## src/hbsc_pkg.sv

```systemverilog
// ----------------------------------------------------------------------------
// hbsc_pkg
// Shared types, constants and lookup functions of the six-step hall commutator.
// ----------------------------------------------------------------------------
`default_nettype none

package hbsc_pkg;

  localparam int SAMPLE_W     = 12;
  localparam int DUTY_W       = 8;
  localparam int RPM_W        = 24;
  localparam int MAGNET_PAIRS = 2;
  localparam int COUNT_BITS   = 20;
  localparam int PROD_W       = (COUNT_BITS + 4 > RPM_W) ? COUNT_BITS + 4 : RPM_W;

  localparam logic [DUTY_W-1:0]     DUTY_RESET      = DUTY_W'(150);
  localparam logic [SAMPLE_W-1:0]   THRESHOLD_RESET = SAMPLE_W'(2048);
  localparam logic [RPM_W-1:0]      TOLERANCE_RESET = RPM_W'(20);
  localparam logic [COUNT_BITS-1:0] COUNT_MAX       = {COUNT_BITS{1'b1}};
  localparam logic [RPM_W-1:0]      RPM_MAX         = {RPM_W{1'b1}};

  // Item commands.
  localparam logic [1:0] CMD_SAMPLE = 2'd0;
  localparam logic [1:0] CMD_TICK   = 2'd1;
  localparam logic [1:0] CMD_START  = 2'd2;
  localparam logic [1:0] CMD_STOP   = 2'd3;

  // Configuration register indexes.
  localparam logic [1:0] REG_DUTY      = 2'd0;
  localparam logic [1:0] REG_THRESHOLD = 2'd1;
  localparam logic [1:0] REG_TOLERANCE = 2'd2;

  // Hall codes; 1 to 6 carry a drive pattern, 0 and 7 carry none.
  localparam logic [2:0] HALL_1 = 3'd1;
  localparam logic [2:0] HALL_2 = 3'd2;
  localparam logic [2:0] HALL_3 = 3'd3;
  localparam logic [2:0] HALL_4 = 3'd4;
  localparam logic [2:0] HALL_5 = 3'd5;
  localparam logic [2:0] HALL_6 = 3'd6;
  localparam logic [2:0] HALL_NONE = 3'd0;
  localparam logic [2:0] HALL_ALL  = 3'd7;

  localparam logic [2:0] SEQ_LAST = 3'd5;

  typedef struct packed {
    logic [1:0]          command;
    logic [SAMPLE_W-1:0] sample_u;
    logic [SAMPLE_W-1:0] sample_v;
    logic [SAMPLE_W-1:0] sample_w;
  } in_item_t;

  typedef struct packed {
    logic [DUTY_W-1:0] duty_u;
    logic [DUTY_W-1:0] duty_v;
    logic [DUTY_W-1:0] duty_w;
    logic              low_u;
    logic              low_v;
    logic              low_w;
    logic              invalid_hall;
    logic              rpm_reported;
    logic [RPM_W-1:0]  rpm_value;
  } out_item_t;

  typedef struct packed {
    logic [DUTY_W-1:0]   duty;
    logic [SAMPLE_W-1:0] trip_level;
    logic [RPM_W-1:0]    report_band;
  } cfg_t;

  // Hall code of sequence position 0..5 (order 1,5,4,6,2,3).
  function automatic logic [2:0] seq_code(input logic [2:0] idx);
    logic [2:0] c;
    case (idx)
      3'd0:    c = HALL_1;
      3'd1:    c = HALL_5;
      3'd2:    c = HALL_4;
      3'd3:    c = HALL_6;
      3'd4:    c = HALL_2;
      3'd5:    c = HALL_3;
      default: c = HALL_NONE;
    endcase
    return c;
  endfunction

  // Sequence position of a hall code; found is 0 for codes outside the sequence.
  function automatic logic [3:0] seq_pos(input logic [2:0] code);
    logic [3:0] r;
    case (code)
      HALL_1:  r = {1'b1, 3'd0};
      HALL_5:  r = {1'b1, 3'd1};
      HALL_4:  r = {1'b1, 3'd2};
      HALL_6:  r = {1'b1, 3'd3};
      HALL_2:  r = {1'b1, 3'd4};
      HALL_3:  r = {1'b1, 3'd5};
      default: r = {1'b0, 3'd0};
    endcase
    return r;
  endfunction

endpackage

`default_nettype wire

```

## src/hall_bldc_six_step_commutator.sv

```systemverilog
// ----------------------------------------------------------------------------
// hall_bldc_six_step_commutator
// Six-step BLDC commutation from three analog hall samples, with rpm reports.
// ----------------------------------------------------------------------------
//
//   Channel   Handshake             Payload                    Direction
//   in_       in_valid / in_stall   in_item  (hbsc_pkg)        into block
//   out_      out_valid / out_stall out_item (hbsc_pkg)        out of block
//   cfg_      cfg_valid / cfg_ready cfg_index, cfg_wdata       into block
//
// Every item produces exactly one result item. An accepted item sits in the
// input register, and when it moves on the step logic writes its result into
// the output register, from which the result is presented. One item can be
// accepted every cycle while the result side does not stall. Reset is
// synchronous and active low; it clears the commutation state, the valid
// flags and loads the register defaults. A stall on the result side holds
// the output register and then backs up into the input register; in_stall
// rises only when both stages are occupied.
// ----------------------------------------------------------------------------
`default_nettype none

module hall_bldc_six_step_commutator (
  input  wire logic                       clk,
  input  wire logic                       rst_n,
  input  wire logic                       in_valid,
  output logic                            in_stall,
  input  wire hbsc_pkg::in_item_t         in_item,
  output logic                            out_valid,
  input  wire logic                       out_stall,
  output hbsc_pkg::out_item_t             out_item,
  input  wire logic                       cfg_valid,
  output logic                            cfg_ready,
  input  wire logic [1:0]                 cfg_index,
  input  wire logic [hbsc_pkg::RPM_W-1:0] cfg_wdata
);
  import hbsc_pkg::*;

  logic      s1_valid_r, s1_valid_nxt;
  in_item_t  s1_item_r;
  logic      out_valid_r, out_valid_nxt;
  out_item_t out_item_r;
  out_item_t result;
  cfg_t      cfg;
  logic      in_take;
  logic      advance;

  // Registers accept writes at any time; the user writes them only when idle.
  assign cfg_ready = 1'b1;

  hbsc_cfg u_cfg (
    .clk      (clk),
    .rst_n    (rst_n),
    .wr_en    (cfg_valid && cfg_ready),
    .wr_index (cfg_index),
    .wr_data  (cfg_wdata),
    .cfg      (cfg)
  );

  // The item in the input register moves on when the output register is free
  // or is being emptied in this cycle. The state update happens on that move.
  assign advance  = s1_valid_r && (!out_valid_r || !out_stall);
  assign in_stall = s1_valid_r && !advance;
  assign in_take  = in_valid && !in_stall;

  hbsc_core u_core (
    .clk    (clk),
    .rst_n  (rst_n),
    .fire   (advance),
    .item   (s1_item_r),
    .cfg    (cfg),
    .result (result)
  );

  always_comb begin
    s1_valid_nxt = s1_valid_r;
    if (in_take) begin
      s1_valid_nxt = 1'b1;
    end else if (advance) begin
      s1_valid_nxt = 1'b0;
    end
    out_valid_nxt = out_valid_r;
    if (advance) begin
      out_valid_nxt = 1'b1;
    end else if (!out_stall) begin
      out_valid_nxt = 1'b0;
    end
  end

  always_ff @(posedge clk) begin
    if (!rst_n) begin
      s1_valid_r  <= 1'b0;
      out_valid_r <= 1'b0;
    end else begin
      s1_valid_r  <= s1_valid_nxt;
      out_valid_r <= out_valid_nxt;
    end
  end

  // Payload registers carry no reset.
  always_ff @(posedge clk) begin
    if (in_take) begin
      s1_item_r <= in_item;
    end
    if (advance) begin
      out_item_r <= result;
    end
  end

  assign out_valid = out_valid_r;
  assign out_item  = out_item_r;

endmodule

`default_nettype wire

```

## src/hbsc_cfg.sv

```systemverilog
// ----------------------------------------------------------------------------
// hbsc_cfg
// Configuration register file: duty, hall threshold and rpm tolerance.
// ----------------------------------------------------------------------------
`default_nettype none

module hbsc_cfg (
  input  wire logic                    clk,
  input  wire logic                    rst_n,
  input  wire logic                    wr_en,
  input  wire logic [1:0]              wr_index,
  input  wire logic [hbsc_pkg::RPM_W-1:0] wr_data,
  output hbsc_pkg::cfg_t               cfg
);
  import hbsc_pkg::*;

  cfg_t cfg_r;
  cfg_t cfg_nxt;

  always_comb begin
    cfg_nxt = cfg_r;
    if (wr_en) begin
      case (wr_index)
        REG_DUTY:      cfg_nxt.duty        = wr_data[DUTY_W-1:0];
        REG_THRESHOLD: cfg_nxt.trip_level  = wr_data[SAMPLE_W-1:0];
        REG_TOLERANCE: cfg_nxt.report_band = wr_data;
        default:       cfg_nxt = cfg_r;
      endcase
    end
  end

  always_ff @(posedge clk) begin
    if (!rst_n) begin
      cfg_r.duty        <= DUTY_RESET;
      cfg_r.trip_level  <= THRESHOLD_RESET;
      cfg_r.report_band <= TOLERANCE_RESET;
    end else begin
      cfg_r <= cfg_nxt;
    end
  end

  assign cfg = cfg_r;

endmodule

`default_nettype wire

```

## src/hbsc_core.sv

```systemverilog
// ----------------------------------------------------------------------------
// hbsc_core
// Commutation state and the single-pass step logic for one item.
// ----------------------------------------------------------------------------
`default_nettype none

module hbsc_core (
  input  wire logic               clk,
  input  wire logic               rst_n,
  input  wire logic               fire,
  input  wire hbsc_pkg::in_item_t item,
  input  wire hbsc_pkg::cfg_t     cfg,
  output hbsc_pkg::out_item_t     result
);
  import hbsc_pkg::*;

  logic [2:0]            last_hall_r, last_hall_nxt;
  logic [2:0]            drive_r, drive_nxt;
  logic [2:0]            seq_idx_r, seq_idx_nxt;
  logic                  stopped_r, stopped_nxt;
  logic                  adv_r, adv_nxt;
  logic [COUNT_BITS-1:0] count_r, count_nxt;
  logic [RPM_W-1:0]      last_rpm_r, last_rpm_nxt;

  logic [2:0]            code;
  logic [3:0]            pos;
  logic [2:0]            base_idx;
  logic [2:0]            adv_idx;
  logic [COUNT_BITS-1:0] count_inc;
  logic [PROD_W-1:0]     prod;
  logic [PROD_W-1:0]     rpm_full;
  logic [RPM_W-1:0]      rpm_sat;
  logic [RPM_W-1:0]      diff;
  logic                  active;
  logic                  invalid;
  logic                  reported;

  always_comb begin
    code = {item.sample_u > cfg.trip_level,
            item.sample_v > cfg.trip_level,
            item.sample_w > cfg.trip_level};
    pos      = seq_pos(code);
    base_idx = pos[3] ? pos[2:0] : seq_idx_r;
    adv_idx  = (base_idx == SEQ_LAST) ? 3'd0 : base_idx + 3'd1;
    count_inc = (count_r == COUNT_MAX) ? count_r : count_r + 1'b1;

    // count * 10 as two shifted copies, then divided by the pole pairs.
    prod     = (PROD_W'(count_r) << 3) + (PROD_W'(count_r) << 1);
    rpm_full = prod / PROD_W'(MAGNET_PAIRS);
    rpm_sat  = (rpm_full > PROD_W'(RPM_MAX)) ? RPM_MAX : rpm_full[RPM_W-1:0];
    diff     = (rpm_sat >= last_rpm_r) ? rpm_sat - last_rpm_r : last_rpm_r - rpm_sat;

    active = !stopped_r && (cfg.duty != '0);

    last_hall_nxt = last_hall_r;
    drive_nxt     = drive_r;
    seq_idx_nxt   = seq_idx_r;
    stopped_nxt   = stopped_r;
    adv_nxt       = adv_r;
    count_nxt     = count_r;
    last_rpm_nxt  = last_rpm_r;
    invalid       = 1'b0;
    reported      = 1'b0;

    case (item.command)
      CMD_SAMPLE: begin
        if (active) begin
          invalid = (code == HALL_NONE) || (code == HALL_ALL);
          if (adv_r) begin
            seq_idx_nxt   = adv_idx;
            drive_nxt     = seq_code(adv_idx);
            last_hall_nxt = seq_code(adv_idx);
            count_nxt     = count_inc;
            adv_nxt       = 1'b0;
          end else if (code != last_hall_r) begin
            drive_nxt     = code;
            last_hall_nxt = code;
            count_nxt     = count_inc;
          end
        end
      end
      CMD_TICK: begin
        count_nxt = '0;
        if (diff >= cfg.report_band) begin
          last_rpm_nxt = rpm_sat;
          reported     = 1'b1;
        end
      end
      CMD_START: begin
        stopped_nxt = 1'b0;
        adv_nxt     = 1'b1;
      end
      default: begin
        stopped_nxt = 1'b1;
        drive_nxt   = HALL_NONE;
      end
    endcase

    result = '0;
    case (drive_nxt)
      HALL_1:  begin result.duty_u = cfg.duty; result.low_v = 1'b1; end
      HALL_5:  begin result.duty_u = cfg.duty; result.low_w = 1'b1; end
      HALL_4:  begin result.duty_v = cfg.duty; result.low_w = 1'b1; end
      HALL_6:  begin result.duty_v = cfg.duty; result.low_u = 1'b1; end
      HALL_2:  begin result.duty_w = cfg.duty; result.low_u = 1'b1; end
      HALL_3:  begin result.duty_w = cfg.duty; result.low_v = 1'b1; end
      default: result = '0;
    endcase
    result.invalid_hall = invalid;
    result.rpm_reported = reported;
    result.rpm_value    = last_rpm_nxt;
  end

  always_ff @(posedge clk) begin
    if (!rst_n) begin
      last_hall_r <= HALL_NONE;
      drive_r     <= HALL_NONE;
      seq_idx_r   <= 3'd0;
      stopped_r   <= 1'b0;
      adv_r       <= 1'b0;
      count_r     <= '0;
      last_rpm_r  <= '0;
    end else if (fire) begin
      last_hall_r <= last_hall_nxt;
      drive_r     <= drive_nxt;
      seq_idx_r   <= seq_idx_nxt;
      stopped_r   <= stopped_nxt;
      adv_r       <= adv_nxt;
      count_r     <= count_nxt;
      last_rpm_r  <= last_rpm_nxt;
    end
  end

endmodule

`default_nettype wire
```

## config.mk

```make
export PLATFORM = sky130hd
export DESIGN_NAME = hall_bldc_six_step_commutator
export DESIGN_NICKNAME = d
export VERILOG_FILES = /design/src/hbsc_pkg.sv /design/src/hall_bldc_six_step_commutator.sv /design/src/hbsc_cfg.sv /design/src/hbsc_core.sv
export SDC_FILE = /design/constraint.sdc
export NUM_CORES = 1
export LEC_CHECK = 0
export BUFFER_PORTS_ARGS = -buffer_cell sky130_fd_sc_hd__buf_2
export CAP_MARGIN = 15
export CORE_AREA = 5 5 213 215
export CTS_BUF_LIST = sky130_fd_sc_hd__clkbuf_16
export CTS_CLUSTER_DIAMETER = 50
export CTS_CLUSTER_SIZE = 40
export DETAILED_ROUTE_END_ITERATION = 6
export DIE_AREA = 0 0 218 220
export GPL_TIMING_DRIVEN = 0
export MAX_ROUTING_LAYER = met4
export SKIP_LAST_GASP = 1
export SYNTH_ARGS = -nofsm -noshare
export SYNTH_HDL_FRONTEND = slang
export SYNTH_HIERARCHICAL = 1
export SYNTH_SLANG_ARGS = --single-unit
```

## constraint.sdc

```tcl
create_clock -name clk -period 7.2 [get_ports clk]
set_input_delay 0.36 -clock clk [delete_from_list [all_inputs] [get_ports clk]]
set_output_delay 0.36 -clock clk [all_outputs]
set_load 0.01 [all_outputs]
```

==> flow_metrics.py, run 1 <==
metrics = {
    "finish": {
        "multi_input_area_sq_mm": 0.00760,
        "seq_area_sq_mm": 0.00477,
        "n_fill_cell": 4568,
        "final_cells": 2139,
        "syn_to_final_growth_pct": 18.7,
        "final_nets": 1734,
        "drive_gt1_share_pct": 18.9,
    },
    "grt": {
        "antenna_found_initial": 1,
        "grt_max_degree": 37,
        "gr-total-overflow": 0,
        "grt_first_pass_wirelength_mm": 58.4,
        "grt_pass1_vias": 10800,
        "grt_usage_pct": 15.7,
    },
    "setup_path": {
        "slowest_delay_ns": 0.40,
        "start_kind": "flip-flop",
        "ff2ff_setup_slack_ns": 0.29,
        "worst-r2r-cell-count": 29,
        "crit_path_max_fanout": 10,
        "crit_slowest_cell": "fa_1",
        "cp-end-kind": "flip-flop",
        "crit_type": "flip-flop to flip-flop",
        "reg2reg_from": "u_core/count_r[2]$_SDFFE_PN0P_",
        "worst_ep_arrival_time_ns": 7.17,
        "r2r_end": "out_item[14]$_DFFE_PP_",
        "cp.required_ns": 7.46,
    },
    "clocking": {
        "cts.clk_slew.worst_paths_ns": 0.08,
        "cts-root-buf": "clkbuf_16",
        "cts_sinks": 192,
        "cts_tree": "built",
        "cts_buffer_depth": 2,
        "h-tree-depth": 4,
        "ctsHoldBuffers": 0,
        "cts_made_buffers": 17,
        "worstSkewPairLatency_ns": 0.47,
    },
    "timing": {
        "worst_pin_slew_ns": 0.870,
        "finalClockSkew_ns": 0.0237,
        "hold_viol": 0,
        "slew_viol_final": 0,
        "tns_ns": 0,
        "period_share_pct": 96.0,
        "setup_viol": 0,
        "fmaxAchievable_ghz": 0.145,
        "min_period_ns": 6.91,
        "slew_headroom_pct": 41.5,
    },
    "worst_hold_path": {
        "holdPathStages": 1,
        "min_to": "s1_item_r[27]$_DFFE_PP_",
        "min_path_type": "input port to flip-flop",
        "hp-start": "in_item[27]",
    },
    "logic_synthesis": {
        "synth.area.top_cells": "edfxtp_1, dfxtp_1, ha_1",
        "async_flop_share_pct": 0,
        "yosysTopAreaCellShare_pct": 21.3,
        "netlist_instances": 1380,
        "yosys_warnings": 6,
        "synth_cell_types": 88,
        "synth_seq_cells": 192,
        "syn_nets": 1581,
        "synth_edf_count": 91,
        "ys_seq_area_share_pct": 37.1,
        "synthFlopType": "dfxtp_1",
        "synth.largest_area_cell": "edfxtp_1",
        "syn-cell-area_sq_mm": 0.0128,
        "syn_avg_cell_area_sq_um": 9.28,
    },
    "placed_design": {
        "dp_hpwl_mm": 28.7,
        "gp_congestion": 0.926,
        "portBuffers": 123,
        "place_inst": 2098,
    },
    "detailed_routing": {
        "vias": 10900,
        "antenna_left": 0,
        "wirelength_mm": 37.0,
        "drt_iter0_markers": 621,
        "wire_per_inst_um": 17.3,
        "detail_route.first_pass.iterations": 5,
        "drc": 0,
        "vias_per_cell": 5.08,
    },
    "job": {
        "cap_violations": 0,
    },
    "floorplanning": {
        "ios": 125,
        "chipWidth_um": 218,
        "initial_utilization_pct": 29.4,
        "rows": 77,
        "die_y_um": 220,
        "dieArea_sq_mm": 0.0480,
        "core-area_sq_mm": 0.0435,
    },
    "power": {
        "total_leakage_power_nw": 6.16,
        "cellPowerDensity_mw_per_mm2": 175,
        "vdd_drop_max_uv": 187,
    },
    "run_status": {
        "status": "complete, no violations",
    },
}
-- flip-flops by register name, indices dropped and copies added, names as in the netlist --
name                count
out_item               53
u_core/adv_r            1
u_core/count_r         20
u_core/stopped_r        1
u_core/last_rpm_r      24
u_core/last_hall_r      3
out_valid               1
u_cfg/cfg              44
u_core/seq_idx_r        3
u_core/drive_r          3
s1_item_r              38
s1_valid_r              1
-- power by group --
group	total (W)	switching, W	internal, W
Clock	0.000906	0.000458	0.000448
Combinational	0.000547	0.000327	0.000220
Sequential	0.00121	0.0000210	0.00119
-- kinds of logic after synthesis --
family,count (synthesis),synth area share (%)
and+or+nand+nor,393,15.9
DFF,192,37.1
buffers and inverters,177,5.76
muxes,80,6.32
other,1,0.0293
adders and majority gates,132,13.1
AOI/OAI and AO/OA,365,19.0
xor gates and xnor gates,40,2.74
-- per-stage QoR --
step                      worst slack [ns]  area, sq um  utilization (%)  hold WS (ns)  power (W)
after floorplan                      0.236        12800                -         0.435    0.00156
after global placement               -3.52        14200             32.5         0.446    0.00171
after detailed placement             -1.64        14200             32.7         0.457    0.00172
after CTS                           0.0176        15000             34.5        0.0478    0.00267
after global routing               -0.0287        15200             34.9        0.0493    0.00278
final                                0.287        15200             34.9        0.0636    0.00266
-- worst max path at each step --
stage / startpoint / endpoint / slack, ns / cells after the start
finish: u_core/count_r[2]$_SDFFE_PN0P_ / out_item[14]$_DFFE_PP_ / 0.29 / 29
global route: u_core/count_r[2]$_SDFFE_PN0P_ / out_item[3]$_DFFE_PP_ / -0.03 / 30
CTS: u_core/count_r[7]$_SDFFE_PN0P_ / out_item[3]$_DFFE_PP_ / 0.02 / 28
detailed placement: u_core/count_r[1]$_SDFFE_PN0P_ / u_core/last_rpm_r[18]$_SDFFE_PN0P_ / -1.64 / 32
global placement: out_stall / u_core/last_rpm_r[16]$_SDFFE_PN0P_ / -3.52 / 7
floorplan: u_core/count_r[1]$_SDFFE_PN0P_ / u_core/last_rpm_r[7]$_SDFFE_PN0P_ / 0.24 / 32
-- layout by cell type (no fill, tap or decap), types with 28 or more instances in the layout --
cell / n
a21o_1: 38
a21oi_1: 105
buf_2: 135
clkbuf_1: 32
dfxtp_1: 93
edfxtp_1: 91
ha_1: 124
inv_1: 110
mux2i_1: 72
nand2_1: 137
nor2_1: 81
o21ai_0: 50
xnor2_1: 28
-- cells in the mapped netlist (all sizes together) (9+ instances only) --
library cell,count
buf,25
o311ai,12
nand4,20
nor3,19
o21ai,72
o21bai,17
nand2b,9
nand3,17
a21o,38
dfxtp,101
nand2,139
a211oi,14
xnor2,31
clkbuf,43
nor2,84
inv,108
mux2i,73
ha,129
and4,10
a21oi,111
nor2b,18
xor2,9
edfxtp,91
and3,19
o21a,12
a31oi,15
-- worst max-delay path, delay by kind of cell (launching register included) --
kind | cells | cell delay (ns)
fa+ha+maj | 4 | 1.16
simple gates | 3 | 0.46
mux | 1 | 0.37
flops | 1 | 0.39
buf+inv | 5 | 0.93
compound gates | 15 | 3.17
xor+xnor | 1 | 0.23
-- what timing repair did --
action	in CTS	in global routing
gates resized for setup	70	31
setup buffers	10	3
pin swaps	9	12
setup endpoints to repair	49	49
hold endpoints to repair	0	0
-- area by class of cell --
class / instances / area share [%]
diodes: 1 / 0.0165
plain buffers: 63 / 2.26
clock buffers: 17 / 2.80
clock inverters: 15 / 0.766
inverters: 109 / 2.69
multi-input cells: 1011 / 50.0
flip-flops and latches: 192 / 31.4
well taps: 592 / 4.87
repair buffers: 139 / 5.16
-- metal layers --
layer	vias up	share of wire, %	global-route usage [%]
li1	5339	-	-
met1	5207	46	20.1
met2	290	47	25.1
met3	40	5.3	3.45
met4	0	2.1	4.50
met5	-	0	-
No activity file was read; power rests on OpenSTA's default activity.
==> run 2: changes to the inputs <==
PLACE_DENSITY = 0.5   (was not set)
==> run 2 against run 1 <==
Non-clock buffer count rose by 15. Cell count rose by 0.65%. Die area did not move. Worst setup slack got worse by 0.085 ns. Sequential share of layout area fell by 0.37 points. Power rose by 4.7%. Clock skew fell by 0.0056 ns. Final area rose by 1.2%. Register-to-register slack got worse by 0.09 ns. Combinational power rose by 2%. Critical endpoint is now out_item[3]$_DFFE_PP_. Largest power group unchanged. Highest routed layer unchanged.
==> flow_metrics.py, run 2 (synthesized netlist as in run 1, its figures left out) <==
metrics = {
    "finish": {
        "final_nets": 1749,
        "syn_to_final_growth_pct": 20.1,
        "utilization_pct": 35.3,
        "drive_gt1_share_pct": 19.9,
        "antennaDiodeCount": 0,
        "final_common_cell": "nand2_1",
        "largest_reg_flops": 53,
        "mostFrequentLayoutCells": "nand2_1, buf_2, ha_1, inv_1, a21oi_1",
        "n_fill_cell": 4568,
    },
    "timing": {
        "slew_viol_final": 0,
        "fmaxAchievable_ghz": 0.143,
        "worst_slack_ns": 0.202,
        "worst_pin_slew_ns": 0.972,
        "hold_viol": 0,
        "slew_headroom_pct": 34.6,
        "setup_viol": 0,
        "period_share_pct": 97.2,
        "min_period_ns": 7.00,
        "holdWs_ns": 0.0467,
        "finalClockSkew_ns": 0.0181,
        "tns_ns": 0,
    },
    "detailed_routing": {
        "drc": 0,
        "drt_iter0_markers": 593,
        "vias": 10900,
        "vias_per_cell": 5.07,
        "wirelength_mm": 38.0,
        "wire_per_inst_um": 17.6,
        "antenna_left": 0,
        "detail_route.first_pass.iterations": 5,
    },
    "grt": {
        "antenna_found_initial": 0,
        "gr-total-overflow": 0,
        "grt_first_pass_wirelength_mm": 59.0,
        "grt_max_degree": 37,
        "grt_pass1_vias": 10800,
        "grt_usage_pct": 16.1,
    },
    "power": {
        "cellPowerDensity_mw_per_mm2": 181,
        "total_leakage_power_nw": 6.25,
        "vdd_drop_max_uv": 162,
    },
    "worst_hold_path": {
        "min_path_type": "input port to flip-flop",
    },
    "setup_path": {
        "crit_type": "flip-flop to flip-flop",
        "crit_path_end": "out_item[3]$_DFFE_PP_",
        "crit_slowest_cell": "ha_1",
        "crit_path_start": "u_core/count_r[7]$_SDFFE_PN0P_",
        "crit_path_max_fanout": 10,
        "start_kind": "flip-flop",
        "slowest_delay_ns": 0.38,
        "cp.required_ns": 7.42,
        "worst_ep_arrival_time_ns": 7.22,
        "r2r_end": "out_item[3]$_DFFE_PP_",
        "ff2ff_setup_slack_ns": 0.20,
        "reg2reg_from": "u_core/count_r[7]$_SDFFE_PN0P_",
        "cp-end-kind": "flip-flop",
        "worst-r2r-cell-count": 29,
    },
    "floorplanning": {
        "initial_utilization_pct": 29.4,
        "die_y_um": 220,
        "ios": 125,
        "chipWidth_um": 218,
        "core-area_sq_mm": 0.0435,
        "rows": 77,
        "dieArea_sq_mm": 0.0480,
    },
    "placed_design": {
        "portBuffers": 123,
        "dp_hpwl_mm": 29.1,
        "gp_congestion": 0.862,
        "place_ws_ns": -1.75,
    },
    "clocking": {
        "cts_made_buffers": 17,
        "cts_tree": "built",
        "cts_sinks": 192,
        "worstSkewPairLatency_ns": 0.48,
        "cts-root-buf": "clkbuf_16",
        "h-tree-depth": 4,
        "cts_buffer_depth": 2,
        "ctsHoldBuffers": 0,
        "cts.clk_slew.worst_paths_ns": 0.09,
    },
    "run_status": {
        "status": "complete, no violations",
    },
    "job": {
        "cap_violations": 0,
    },
}
-- run 2: what timing repair did --
item | CTS | global route
endpoints found under the setup margin | 49 | 48
gates resized for setup | 73 | 28
pin swaps | 16 | 17
buffers inserted | 18 | 10
-- run 2: metal layers --
layer  GRT usage [%]  up-vias  share of wire [%]
li1                -     5371                  -
met1            20.3     5239                 45
met2            26.3      273                 48
met3            3.39       42                4.9
met4            4.46        0                1.8
met5               -        -                  0
-- run 2: critical path: cells and delay by family, from the launching register on --
kind	cells	cell delay, ns
compound gates	16	3.52
xor+xnor	2	0.37
fa+ha+maj	3	1.03
buf+inv	4	0.89
flops	1	0.37
simple gates	4	0.53
-- run 2: layout make-up --
type / instances / area, sq um / share of cell area (%)
sequential: 192 / 4770 / 31.0
clock inverter: 14 / 178 / 1.16
clock buffer: 18 / 450 / 2.93
buffer: 63 / 343 / 2.23
inverter: 109 / 409 / 2.66
tap: 592 / 741 / 4.82
multi-input combinational: 1011 / 7580 / 49.3
timing repair buffer: 154 / 905 / 5.88
-- run 2: metrics by stage --
step           std cells  cell area, sq um  power, W
3_5_place_dp        2098             14300   0.00172
4_1_cts             2145             15200   0.00281
6_report            2153             15400   0.00279
3_3_place_gp        2095             14200   0.00171
2_1_floorplan       1380             12800   0.00156
5_1_grt             2153             15400   0.00292
-- run 2: worst min-delay path by stage --
stage,start,to,slack [ns],cells after the start
final,in_item[26],s1_item_r[26]$_DFFE_PP_,0.05,1
after global routing,in_item[24],s1_item_r[24]$_DFFE_PP_,0.02,1
after CTS,in_item[26],s1_item_r[26]$_DFFE_PP_,0.02,1
after detailed placement,u_cfg/cfg[29]$_SDFFE_PN0P_,u_cfg/cfg[29]$_SDFFE_PN0P_,0.45,2
after global placement,u_cfg/cfg[26]$_SDFFE_PN0P_,u_cfg/cfg[26]$_SDFFE_PN0P_,0.44,2
after floorplan,u_cfg/cfg[11]$_SDFFE_PN0P_,u_cfg/cfg[11]$_SDFFE_PN0P_,0.43,2
-- run 2: report_power, final --
group | switching (W) | internal [W]
sequential | 0.0000212 | 0.00118
clock | 0.000525 | 0.000495
combinational | 0.000328 | 0.000231
total | 0.000875 | 0.00191
==> run 3: changes to the inputs <==
--- a/config.mk
+++ b/config.mk
@@ -9,3 +9,3 @@
 export CAP_MARGIN = 15
-export CORE_AREA = 5 5 213 215
+export CORE_AREA = 2 2 210 212
 export CTS_BUF_LIST = sky130_fd_sc_hd__clkbuf_16
@@ -14,3 +14,3 @@
 export DETAILED_ROUTE_END_ITERATION = 6
-export DIE_AREA = 0 0 218 220
+export DIE_AREA = 0 0 212 214
 export GPL_TIMING_DRIVEN = 0
==> constraint.sdc (replaced) <==
create_clock -name clk -period 7.2 [get_ports clk]
set_input_delay 0.72 -clock clk [delete_from_list [all_inputs] [get_ports clk]]
set_output_delay 0.72 -clock clk [all_outputs]
set_load 0.01 [all_outputs]
==> run 3 against run 2 <==
Via count decreased by 1.9%. Worst hold slack improved by 0.38 ns. Maximum frequency up 0.80%. Core utilization is 0.46 points higher. Sequential cell count unchanged. Global-route usage up 0.93 points.
==> flow_metrics.py, run 3 (synthesized netlist as in run 1, its figures left out) <==
metrics = {
    "run_status": {
        "status": "complete, no violations",
    },
    "detailed_routing": {
        "vias_per_cell": 5.00,
        "detail_route.first_pass.iterations": 5,
        "drt_iter0_markers": 627,
        "wirelength_mm": 37.0,
        "vias": 10700,
        "antenna_left": 0,
        "wire_per_inst_um": 17.3,
        "drc": 0,
    },
    "setup_path": {
        "crit_path_max_fanout": 10,
        "worst-r2r-cell-count": 31,
        "cp-end-kind": "flip-flop",
        "worst-path-buf-inv": 6,
        "path_depth": 31,
        "crit_slowest_cell": "dfxtp_4",
        "cp.required_ns": 7.46,
        "crit_type": "flip-flop to flip-flop",
        "start_kind": "flip-flop",
        "slowest_delay_ns": 0.39,
        "cp_top_family": "compound AO/OA/AOI/OAI gates",
        "worst_ep_arrival_time_ns": 7.20,
    },
    "placed_design": {
        "gp_congestion": 0.867,
        "dp_hpwl_mm": 28.9,
        "portBuffers": 123,
        "place_inst": 2091,
        "place_ws_ns": -1.77,
    },
    "timing": {
        "worst_pin_slew_ns": 1.07,
        "tns_ns": 0,
        "slew_headroom_pct": 28.0,
        "slew_viol_final": 0,
        "setup_viol": 0,
        "fmaxAchievable_ghz": 0.144,
        "hold_viol": 0,
        "period_share_pct": 96.4,
        "finalClockSkew_ns": 0.0113,
        "min_period_ns": 6.94,
        "worst_slack_ns": 0.257,
        "rsz0062_at_grt": "yes",
    },
    "grt": {
        "grt_max_degree": 37,
        "grt_usage_pct": 17.0,
        "antenna_found_initial": 1,
        "grt_first_pass_wirelength_mm": 58.5,
        "gr-max-usage-layer": "met2",
        "gr-total-overflow": 0,
        "met2_usage_pct": 27.0,
        "grt_pass1_vias": 10500,
        "use_met3_pct": 2.90,
        "grt_use_met1_pct": 22.4,
    },
    "finish": {
        "mostFrequentLayoutCells": "nand2_1, buf_2, ha_1, inv_1, a21oi_1",
        "n_fill_cell": 4441,
        "syn_to_final_growth_pct": 19.9,
        "largest_reg_flops": 53,
        "final_nets": 1744,
        "final_common_cell": "nand2_1",
        "drive_gt1_share_pct": 19.6,
        "final_cells": 2143,
        "utilization_pct": 35.8,
    },
    "floorplanning": {
        "dieArea_sq_mm": 0.0454,
        "ios": 125,
        "rows": 76,
        "chipWidth_um": 212,
        "die_y_um": 214,
        "core-area_sq_mm": 0.0429,
        "initial_utilization_pct": 29.9,
    },
    "clocking": {
        "cts-root-buf": "clkbuf_16",
        "ctsHoldBuffers": 0,
        "cts.clk_slew.worst_paths_ns": 0.08,
        "cts_sinks": 192,
        "cts_made_buffers": 17,
        "cts_buffer_depth": 2,
        "worstSkewPairLatency_ns": 0.46,
        "h-tree-depth": 4,
        "cts_tree": "built",
    },
    "job": {
        "cap_violations": 0,
    },
    "power": {
        "cellPowerDensity_mw_per_mm2": 177,
        "total_leakage_power_nw": 6.23,
        "vdd_drop_max_uv": 154,
    },
    "worst_hold_path": {
        "holdPathStages": 1,
        "min_path_type": "input port to flip-flop",
    },
}
-- run 3: cell count changes in the layout (fill, tap and decap cells not counted), sizes merged --
cell and delta:
clkinvlp +1, clkinv -1, inv -1, clkbuf -1, buf -3, diode +2
-- run 3: timing repair --
| item | in CTS | in global routing |
|---|---|---|
| setup buffers | 11 | 13 |
| endpoints found under the setup margin | 49 | 47 |
| resized for setup | 67 | 43 |
| pin swaps | 8 | 17 |
-- run 3: path summary, 6_finish.rpt --
| path | start | slack (ns) | to |
|---|---|---|---|
| max | u_core/count_r[2]$_SDFFE_PN0P_ | 0.26 | out_item[10]$_DFFE_PP_ |
| min | in_item[24] | 0.43 | s1_item_r[24]$_DFFE_PP_ |
| max reg2reg | u_core/count_r[2]$_SDFFE_PN0P_ | 0.26 | out_item[10]$_DFFE_PP_ |
| min reg2reg | u_cfg/cfg[7]$_SDFFE_PN0P_ | 0.46 | u_cfg/cfg[7]$_SDFFE_PN0P_ |
-- run 3: metal layers --
layer | part of all wire, % | up-vias
met5 | 0 | -
met4 | 1.4 | 0
met3 | 5.0 | 32
met2 | 47 | 255
met1 | 47 | 5075
li1 | - | 5357
-- run 3: where the power goes --
part	internal [W]	switching (W)
clock	0.000491	0.000466
combinational	0.000231	0.000330
sequential	0.00118	0.0000203
-- run 3: metrics by stage --
stage / instance area, sq um / hold WS (ns) / total power [W]
final: 15300 / 0.431 / 0.00272
after global routing: 15300 / 0.411 / 0.00286
after CTS: 15100 / 0.411 / 0.00275
after detailed placement: 14200 / 0.452 / 0.00172
after global placement: 14200 / 0.444 / 0.00172
after floorplan: 12800 / 0.435 / 0.00156
-- run 3: layout make-up --
type / count / area, sq um / share of cell area (%)
clock buffers: 19 / 475 / 3.10
flip-flops and latches: 192 / 4770 / 31.1
diodes: 2 / 5.00 / 0.0326
plain buffers: 62 / 368 / 2.40
repair buffers: 150 / 871 / 5.67
inverters: 109 / 413 / 2.69
multi-input cells: 1011 / 7610 / 49.6
well taps: 585 / 732 / 4.77
clock inverters: 13 / 103 / 0.669
